**src/hdl/multi_queue_keyed_message_tracker_core_defines.svh**
```systemverilog
// assertion macros for the message tracker core
// no dependencies; simulation only bodies, empty under synthesis
`ifndef MULTI_QUEUE_KEYED_MESSAGE_TRACKER_CORE_DEFINES_SVH
`define MULTI_QUEUE_KEYED_MESSAGE_TRACKER_CORE_DEFINES_SVH
`ifndef SYNTHESIS
`define MQT_ASSERT_IMPL(label, clk, rst, ante, cons) \
  label: assert property (@(posedge clk) disable iff (rst) (ante) |-> (cons)) \
    else $error("assertion failed");
`define MQT_ASSERT_NEXT(label, clk, rst, ante, cons) \
  label: assert property (@(posedge clk) disable iff (rst) (ante) |=> (cons)) \
    else $error("assertion failed");
`else
`define MQT_ASSERT_IMPL(label, clk, rst, ante, cons)
`define MQT_ASSERT_NEXT(label, clk, rst, ante, cons)
`endif
`endif

```
**src/hdl/mqt_pkg.sv**
```systemverilog
// types and codes for the message tracker core
// no dependencies
package mqt_pkg;
  localparam logic [2:0] CMD_ENQ    = 3'd0;
  localparam logic [2:0] CMD_REMID  = 3'd1;
  localparam logic [2:0] CMD_REMFST = 3'd2;
  localparam logic [2:0] CMD_FIND   = 3'd3;
  localparam logic [2:0] CMD_CLEAN  = 3'd4;
  localparam logic [2:0] CMD_MOVE   = 3'd5;
  localparam logic [1:0] ST_OK       = 2'd0;
  localparam logic [1:0] ST_NOTFOUND = 2'd1;
  localparam logic [1:0] ST_FULL     = 2'd2;
  localparam logic [1:0] ST_EMPTY    = 2'd3;
  typedef struct packed {
    logic [2:0]  command;
    logic [1:0]  queue_sel;
    logic [1:0]  dest_queue;
    logic [31:0] msg_id;
    logic [15:0] owner_tag;
  } req_t;
  typedef struct packed {
    logic [1:0]  status;
    logic [5:0]  slot_index;
    logic [31:0] found_msg_id;
    logic [15:0] found_owner;
    logic [6:0]  removed_count;
    logic [6:0]  queue_length;
  } rsp_t;
endpackage

```
**src/hdl/mqt_ram.sv**
```systemverilog
// generic single port write, single port read ram with registered read
// no dependencies
module mqt_ram #(
  parameter int WIDTH = 8,
  parameter int DEPTH = 64
) (
  input  logic                     clk,
  input  logic                     we,
  input  logic [$clog2(DEPTH)-1:0] waddr,
  input  logic [WIDTH-1:0]         wdata,
  input  logic [$clog2(DEPTH)-1:0] raddr,
  output logic [WIDTH-1:0]         rdata
);
  logic [WIDTH-1:0] mem [DEPTH];
  always_ff @(posedge clk) begin
    if (we) mem[waddr] <= wdata;
    rdata <= mem[raddr];
  end
endmodule

```
**src/hdl/multi_queue_keyed_message_tracker_core.sv**
```systemverilog
// channel  dir  payload         handshake
// req      in   mqt_pkg::req_t  req_valid / req_stall
// rsp      out  mqt_pkg::rsp_t  rsp_valid / rsp_stall
// one item at a time; enqueue takes a free slot and appends it, a keyed search walks
// the queue slot by slot, unlink patches the predecessor link, move ends in an append;
// clean_owner unlinks each slot of the owner that it walks past;
// all of these steps go through the one read port of the slot memory.
// after reset a link pass writes the free chain over all ENTRIES slots, no items taken.
// a stalled result holds the engine in its output step; input waits for idle.
// depends on mqt_pkg, mqt_ram and the defines header
`include "multi_queue_keyed_message_tracker_core_defines.svh"
module multi_queue_keyed_message_tracker_core #(
  parameter int ENTRIES = 64,
  parameter int QUEUES  = 3
) (
  input  logic           clk,
  input  logic           rst,
  input  logic           req_valid,
  output logic           req_stall,
  input  mqt_pkg::req_t  req,
  output logic           rsp_valid,
  input  logic           rsp_stall,
  output mqt_pkg::rsp_t  rsp
);
  import mqt_pkg::*;
  localparam int AW = $clog2(ENTRIES);
  localparam int PW = AW + 1;
  localparam int QW = (QUEUES > 1) ? $clog2(QUEUES) : 1;
  localparam logic [PW-1:0] NIL = PW'(ENTRIES);
  localparam int DW = 32 + 16 + PW;

  localparam logic [3:0] S_INIT = 4'd0, S_IDLE = 4'd1, S_RD = 4'd2, S_WAIT = 4'd3,
    S_CHK = 4'd4, S_UNL = 4'd5, S_APP = 4'd6, S_DONE = 4'd7, S_ENQ = 4'd8, S_OUT = 4'd9;

  logic [3:0] state;
  req_t cur;
  logic [PW-1:0] qhead [QUEUES];
  logic [PW-1:0] qtail [QUEUES];
  logic [6:0]    qcnt  [QUEUES];
  logic [PW-1:0] free_head;
  logic [PW-1:0] walk, prev, nx, hit;
  logic [AW:0]   steps;
  logic [6:0]    removed;
  logic [31:0]   hit_id;
  logic [15:0]   hit_own;
  logic [AW:0]   init_cnt;

  logic          we;
  logic [AW-1:0] waddr, raddr;
  logic [DW-1:0] wdata, rdata;
  logic [31:0]   rd_id;
  logic [15:0]   rd_own;
  logic [PW-1:0] rd_next;

  // write port is shared: link updates read-modify-write a whole slot word
  mqt_ram #(.WIDTH(DW), .DEPTH(ENTRIES)) u_slots (
    .clk(clk), .we(we), .waddr(waddr), .wdata(wdata), .raddr(raddr), .rdata(rdata)
  );
  assign {rd_id, rd_own, rd_next} = rdata;

  logic [QW-1:0] q, dq, aq;
  logic q_ok, dq_ok;
  assign q  = cur.queue_sel[QW-1:0];
  assign dq = cur.dest_queue[QW-1:0];
  // append target: dest queue for move, own queue for enqueue
  assign aq = (cur.command == CMD_MOVE) ? dq : q;
  assign q_ok  = 32'(cur.queue_sel) < QUEUES;
  assign dq_ok = 32'(cur.dest_queue) < QUEUES;

  // sub-steps within a slot: phase counter for read-modify-write of links
  logic [1:0] ph;
  logic [DW-1:0] hold;

  assign req_stall = (state != S_IDLE);

  always_ff @(posedge clk) begin
    we <= 1'b0;
    if (rst) begin
      state <= S_INIT;
      init_cnt <= '0;
      rsp_valid <= 1'b0;
      free_head <= '0;
      for (int i = 0; i < QUEUES; i++) begin
        qhead[i] <= NIL; qtail[i] <= NIL; qcnt[i] <= '0;
      end
    end else begin
      if (rsp_valid && !rsp_stall) rsp_valid <= 1'b0;
      case (state)
        S_INIT: begin
          we <= 1'b1;
          waddr <= init_cnt[AW-1:0];
          wdata <= {48'd0, PW'(init_cnt) + PW'(1)};
          init_cnt <= init_cnt + 1'b1;
          if (32'(init_cnt) == ENTRIES - 1) state <= S_IDLE;
        end
        S_IDLE: begin
          if (req_valid && !req_stall) begin
            cur <= req;
            removed <= '0;
            hit <= NIL;
            prev <= NIL;
            steps <= '0;
            ph <= '0;
            state <= S_OUT;
            if (32'(req.queue_sel) < QUEUES) begin
              case (req.command)
                CMD_ENQ: begin
                  if (free_head != NIL) begin
                    raddr <= free_head[AW-1:0];
                    state <= S_ENQ;
                  end
                end
                CMD_REMID, CMD_FIND, CMD_REMFST, CMD_CLEAN: begin
                  walk <= qhead[req.queue_sel[QW-1:0]];
                  state <= S_RD;
                end
                CMD_MOVE: begin
                  if (32'(req.dest_queue) < QUEUES) begin
                    walk <= qhead[req.queue_sel[QW-1:0]];
                    state <= S_RD;
                  end
                end
                default: state <= S_OUT;
              endcase
            end
          end
        end
        S_ENQ: begin
          // raddr = free slot; wait then take its link
          if (ph == 2'd0) ph <= 2'd1;
          else if (ph == 2'd1) begin
            hit <= free_head;
            hit_id <= cur.msg_id;
            hit_own <= cur.owner_tag;
            free_head <= rd_next;
            hold <= {cur.msg_id, cur.owner_tag, NIL};
            ph <= 2'd0;
            state <= S_APP;
          end
        end
        S_RD: begin
          if (walk == NIL || 32'(steps) >= ENTRIES) state <= S_DONE;
          else begin
            raddr <= walk[AW-1:0];
            state <= S_WAIT;
          end
        end
        S_WAIT: state <= S_CHK;
        S_CHK: begin
          nx <= rd_next;
          steps <= steps + 1'b1;
          if (cur.command == CMD_CLEAN) begin
            if (rd_own == cur.owner_tag) begin
              hit <= walk; hold <= rdata;
              removed <= removed + 1'b1;
              state <= S_UNL;
            end else begin
              prev <= walk; walk <= rd_next; state <= S_RD;
            end
          end else if (cur.command == CMD_REMFST || rd_id == cur.msg_id) begin
            hit <= walk; hit_id <= rd_id; hit_own <= rd_own; hold <= rdata;
            state <= (cur.command == CMD_FIND) ? S_DONE : S_UNL;
          end else begin
            prev <= walk; walk <= rd_next; state <= S_RD;
          end
        end
        S_UNL: begin
          // patch predecessor link, ph0 read prev, ph1 wait, ph2 write
          if (prev == NIL) begin
            qhead[q] <= nx;
            ph <= 2'd3;
          end else if (ph == 2'd0) begin
            raddr <= prev[AW-1:0]; ph <= 2'd1;
          end else if (ph == 2'd1) ph <= 2'd2;
          else if (ph == 2'd2) begin
            we <= 1'b1; waddr <= prev[AW-1:0];
            wdata <= {rdata[DW-1:PW], nx};
            ph <= 2'd3;
          end
          if (ph == 2'd3) begin
            ph <= 2'd0;
            if (qtail[q] == hit) qtail[q] <= prev;
            qcnt[q] <= qcnt[q] - 7'd1;
            if (cur.command == CMD_MOVE) state <= S_APP;
            else begin
              we <= 1'b1; waddr <= hit[AW-1:0];
              wdata <= {hold[DW-1:PW], free_head};
              free_head <= hit;
              if (cur.command == CMD_CLEAN) begin
                walk <= nx; state <= S_RD;
              end else state <= S_DONE;
            end
          end
        end
        S_APP: begin
          if (ph == 2'd0) begin
            we <= 1'b1; waddr <= hit[AW-1:0];
            wdata <= {hold[DW-1:PW], NIL};
            ph <= 2'd1;
          end else if (ph == 2'd1) begin
            raddr <= qtail[aq][AW-1:0]; ph <= 2'd2;
          end else if (ph == 2'd2) ph <= 2'd3;
          else begin
            ph <= 2'd0;
            if (qtail[aq] != NIL) begin
              we <= 1'b1; waddr <= qtail[aq][AW-1:0];
              wdata <= {rdata[DW-1:PW], hit};
            end else qhead[aq] <= hit;
            qtail[aq] <= hit;
            qcnt[aq] <= qcnt[aq] + 7'd1;
            state <= S_DONE;
          end
        end
        S_DONE: state <= S_OUT;
        S_OUT: begin
          if (!rsp_valid || !rsp_stall) begin
            rsp_valid <= 1'b1;
            rsp.removed_count <= (cur.command == CMD_CLEAN && q_ok) ? removed : '0;
            rsp.queue_length <= q_ok ? qcnt[q] : '0;
            rsp.slot_index <= '0; rsp.found_msg_id <= '0; rsp.found_owner <= '0;
            rsp.status <= ST_NOTFOUND;
            if (q_ok) begin
              case (cur.command)
                CMD_ENQ: rsp.status <= (hit == NIL) ? ST_FULL : ST_OK;
                CMD_REMFST: rsp.status <= (hit == NIL) ? ST_EMPTY : ST_OK;
                CMD_CLEAN: rsp.status <= ST_OK;
                CMD_REMID, CMD_FIND: rsp.status <= (hit == NIL) ? ST_NOTFOUND : ST_OK;
                CMD_MOVE: rsp.status <= (hit == NIL || !dq_ok) ? ST_NOTFOUND : ST_OK;
                default: rsp.status <= ST_NOTFOUND;
              endcase
              if (hit != NIL && cur.command != CMD_CLEAN) begin
                rsp.slot_index <= 6'(hit);
                rsp.found_msg_id <= hit_id;
                rsp.found_owner <= hit_own;
              end
            end
            state <= S_IDLE;
          end
        end
        default: state <= S_IDLE;
      endcase
    end
  end

  `MQT_ASSERT_IMPL(a_stall_busy, clk, rst, state != S_IDLE, req_stall)
  `MQT_ASSERT_NEXT(a_one_rsp, clk, rst, rsp_valid && rsp_stall, rsp_valid)
  `MQT_ASSERT_IMPL(a_free_rng, clk, rst, state == S_IDLE, free_head <= NIL)
endmodule
```
**config.mk**
```make
export PLATFORM = sky130hd
export DESIGN_NAME = multi_queue_keyed_message_tracker_core
export DESIGN_NICKNAME = d
export VERILOG_FILES = /design/src/hdl/mqt_pkg.sv /design/src/hdl/mqt_ram.sv /design/src/hdl/multi_queue_keyed_message_tracker_core.sv
export VERILOG_INCLUDE_DIRS = /design/src /design/src/hdl
export SDC_FILE = /design/constraint.sdc
export NUM_CORES = 2
export LEC_CHECK = 0
export ABC_AREA = 1
export CORE_AREA = 2 2 742 744
export CTS_CLUSTER_SIZE = 16
export DETAILED_ROUTE_END_ITERATION = 8
export DIE_AREA = 0 0 744 746
export DONT_BUFFER_PORTS = 1
export GPL_ROUTABILITY_DRIVEN = 1
export GPL_TIMING_DRIVEN = 1
export MAX_ROUTING_LAYER = met4
export SLEW_MARGIN = 30
export SYNTH_ARGS = -nofsm -noshare
export SYNTH_HDL_FRONTEND = slang
export SYNTH_HIERARCHICAL = 1
export SYNTH_SLANG_ARGS = --single-unit
```
**constraint.sdc**
```tcl
create_clock -name clk -period 6.55 [get_ports clk]
set_clock_uncertainty 0.1 [all_clocks]
set_input_delay 1.31 -clock clk [delete_from_list [all_inputs] [get_ports clk]]
set_output_delay 1.31 -clock clk [all_outputs]
set_load 0.01 [all_outputs]
```
==> summary.md <==
| Metric | Value |
|---|---|
| Status | `finished clean` |
| Pre-CTS WS | `2.63 ns` |
| Crit path kind | `flop to flop` |
| Critical Path End | `wdata[0]` |
| Sw Pwr | `~10 mW` |
| Maxcap violations | `0` |
| DRT Pass-1 Iters | `8` |
| Synth Area in Compound Gates | `1.39%` |
| Syn Area/Cell | `11.9 um^2` |
| Largest family of logic cells by synthesized area | `simple AND/OR/NAND/NOR gates` |
| Tmin final | `3.83 ns` |
| Clk slew on worst S/H paths | `0.07 ns` |
| Sw Share | `20.0%` |
| R2R setup slack | `2.72 ns` |
| CTS buffer count | `405` |
| Fin. max-slew vios | `0` |
| Register area share after synthesis | `around 73%` |
| FP Rows | `272` |
| PD cells | `281 nW/um^2` |
| #FFs+latches synth | `around 4,000` |
| Mapped Cells | `approximately 14,000` |
| Final Hold Viols | `0` |
| Count of cell types in the netlist | `53` |
| Post-Syn Area | `between 150,000 and 200,000 um^2` |
| Post-synthesis mux area share | `0%` |
| Drt initial violations | `between 10,000 and 15,000` |
| Critical path required time | `7.12 ns` |
| P_leak | `62.0 nW` |
| Setup TNS | `0 ns` |
| Gr ovfl total | `0` |
| Via/cell ratio | `5.19` |
| Placed insts | `roughly 20,000` |
| Fmax | `261 MHz` |
| Resize count post-CTS | `0` |
| Worst IR drop on VDD | `254 uV` |
| Final nets | `roughly 14,000` |
| Unrepaired setup endpoints after global routing | `no` |
| Largest net degree at the start of global routing | `193` |
| Main area contributors after synthesis | `edfxtp_1, nand3_1, nand2_1` |
| CTS H-tree lvls | `5` |
| Gr usage total | `18.3%` |
| Crit share post-route | `58.5%` |
| GPL Wtd Cong | `0.887` |
| Die Wd | `approximately 740 um` |
| R2r endpoint | `wdata[0]` |
| Post CTS Setup Buffer Count | `0` |
| Synth Area in XOR/XNOR | `0.289%` |
| Max Root-Sink Buffers | `4` |
| Reg2Reg Depth | `11` |
| Final Instance Count excl. Fillers | `21,200` |
| Port Buffers | `0` |
| Crit end category | `flop` |
| Clk Tree Root Cell | `clkbuf_16` |
| Final WS setup | `around 2.7 ns` |
| Clock sink total | `4,013` |
| Setup violations, final | `0` |
| Adder-cell share of the synthesized area | `0.0842%` |
| Initial antenna violation count | `43` |
| Slew HR | `~23%` |
| Clock latency on the worst-skew pair | `0.98 ns` |
| CORE AREA | `547,000 um^2` |
| Crit Path Max Fanout | `a little under 60` |
| Internal Power | `41.6 mW` |
| Gate power share | `less than 1%` |
| Share of the synthesized area in the top cell type | `72.3%` |
| Die Ht | `746 um` |
| P&R area growth vs syn | `13.3%` |
| DR WL/cell | `24.3 um` |
| Post-synth top area cell | `edfxtp_1` |
| First-pass GRT wire length | `between 700 and 800 mm` |
| CTS tree | `built` |
| Seq pwr share | `53.9%` |
| Hold_buf cts | `0` |
| Reg2reg start | `ph[1]` |
| WL final | `516 mm` |
| Via count | `110,000` |
| Post-Syn Nets | `13,800` |
| Hold Crit Class | `primary input to flop` |
| Die footprint | `555,000 um^2` |
| Worst Setup SP | `ph[1]` |
| Clk pwr share | `between 40% and 50%` |
| I/O pin count | `131` |
| Routed Antenna Nets | `0` |
| Worst path arrival time | `4.40 ns` |
| Worst setup SP type | `flop` |
| Synth Area in Simple Gates | `21.5%` |
| Vias in the first global route | `101,000` |
| Layout cells sized above 1 | `7.21%` |
| Initial core utilization | `approximately 30%` |
| HPWL Detailed | `270 mm` |
| DRC | `0` |
| Worst Max-Slew Pin Slew | `1.16 ns` |
| Synth Warn # | `6` |
## area by class of cell
class / instances / area (um^2)
tap: 7261 / 9080
sequential: 4013 / 120000
clock inverter: 259 / 2810
antenna: 38 / 95.1
multi-input combinational: 8623 / 38700
inverter: 256 / 1030
timing repair buffer: 297 / 3200
clock buffer: 491 / 10600
fill: 53400 / 362000
## cells in the final DEF (no fill, tap or decap), types with 19 or more instances in the layout
master     Yosys  final
clkinv_1       8    100
nor2_4         3     68
a21oi_1       64     63
dfxtp_1       77     77
nor2_1       320    255
buf_12         1     57
xnor2_1       43     43
clkbuf_16      0    408
nand4_1       19     19
o21ai_0      191    191
edfxtp_1    3936   3936
clkbuf_1     192     71
bufinv_16      0     49
inv_1        237    232
buf_4        112    221
nor3_1        27     19
nand3_1     3386   3385
clkinv_2       0     69
diode_2        0     38
nand2_1     4380   4380
o2111ai_1     31     31
## layer usage
| layer | vias up | wire length, um | global-route usage, % |
|---|---|---|---|
| li1 | 48500 | - | - |
| met1 | 54900 | 208000 | 24.7 |
| met4 | 0 | 19900 | 6.50 |
| met3 | 988 | 48200 | 2.56 |
| met5 | - | 0 | - |
| met2 | 5774 | 240000 | 28.4 |
## cell usage after synthesis, drive strengths merged
library cell / n
nand3b: 3
edfxtp: 3936
a22o: 2
nor2: 325
and3: 2
xor2: 11
a31oi: 10
or3: 1
a221oi: 1
a21boi: 1
o2111ai: 31
clkinv: 8
nor3b: 3
a2111o: 2
a32oi: 2
ha: 11
clkbuf: 192
o22a: 3
or2: 3
nor3: 27
nand3: 3391
nand2: 4387
dfxtp: 77
a211oi: 18
o221ai: 6
inv: 248
nand4: 20
a21o: 1
o211ai: 18
buf: 666
and2: 1
xnor2: 43
a22oi: 18
o21ai: 199
nor4: 14
o22ai: 5
a21oi: 64
## logic make-up (layout without fill, tap and decap cells)
logic type	Yosys count	after routing
AND/OR/NAND/NOR	8177	8177
flip-flops	4013	4013
buffers and inverters	1114	1303
AO/OA/AOI/OAI	381	381
XOR/XNOR	54	54
adder cells (fa/ha/maj)	11	11
other	0	38
## power groups by stage
stage	Combinational, mW	Clock, mW	Sequential, mW
2_1_floorplan	0.164	0	28.6
3_3_place_gp	0.346	0	28.6
3_5_place_dp	0.355	0	28.6
4_1_cts	0.356	23.8	28.0
5_1_grt	0.384	24.8	28.0
6_report	0.359	23.6	28.0
## critical path: stages (launching register included)
cell and delay [ns]:
edfxtp_1 0.46, inv_1 0.16, ha_1 0.37, nor3_1 0.13, inv_1 0.13, nor2_4 0.05, buf_4 0.27, inv_4 0.43
buf_4 0.60, o21ai_0 0.17, o211ai_1 0.34, o221ai_1 0.21
## worst min path at each step
stage / from / to / slack, ns / cells after the start
global route: rst / rsp_valid / 0.27 / 1
finish: rst / rsp_valid / 0.30 / 1
floorplan: u_slots/rdata[0] / nx[0] / 0.33 / 0
global placement: state[3] / state[3] / 0.38 / 2
CTS: rst / rsp_valid / 0.23 / 1
detailed placement: state[3] / state[3] / 0.39 / 2
## flip-flops by register name (all words and copies together), names as in the netlist, 16 cells and up, named ones only
register	flops
wdata	55
hit_id	32
qhead	28
u_slots/rdata	55
hold	48
qtail	28
qcnt	28
u_slots/mem	3520
hit_own	16
rsp	70
cur	51
## per-stage QoR
step	utilization (%)	hold slack [ns]	total power, mW	cell area, um^2
3_3_place_gp	31.3	0.385	28.9	171000
3_5_place_dp	31.4	0.386	28.9	172000
5_1_grt	33.8	0.266	53.2	185000
6_report	33.9	0.303	52.0	185000
2_1_floorplan	-	0.331	28.7	163000
4_1_cts	33.8	0.228	52.2	185000
No activity file was read; power rests on OpenSTA's default activity.
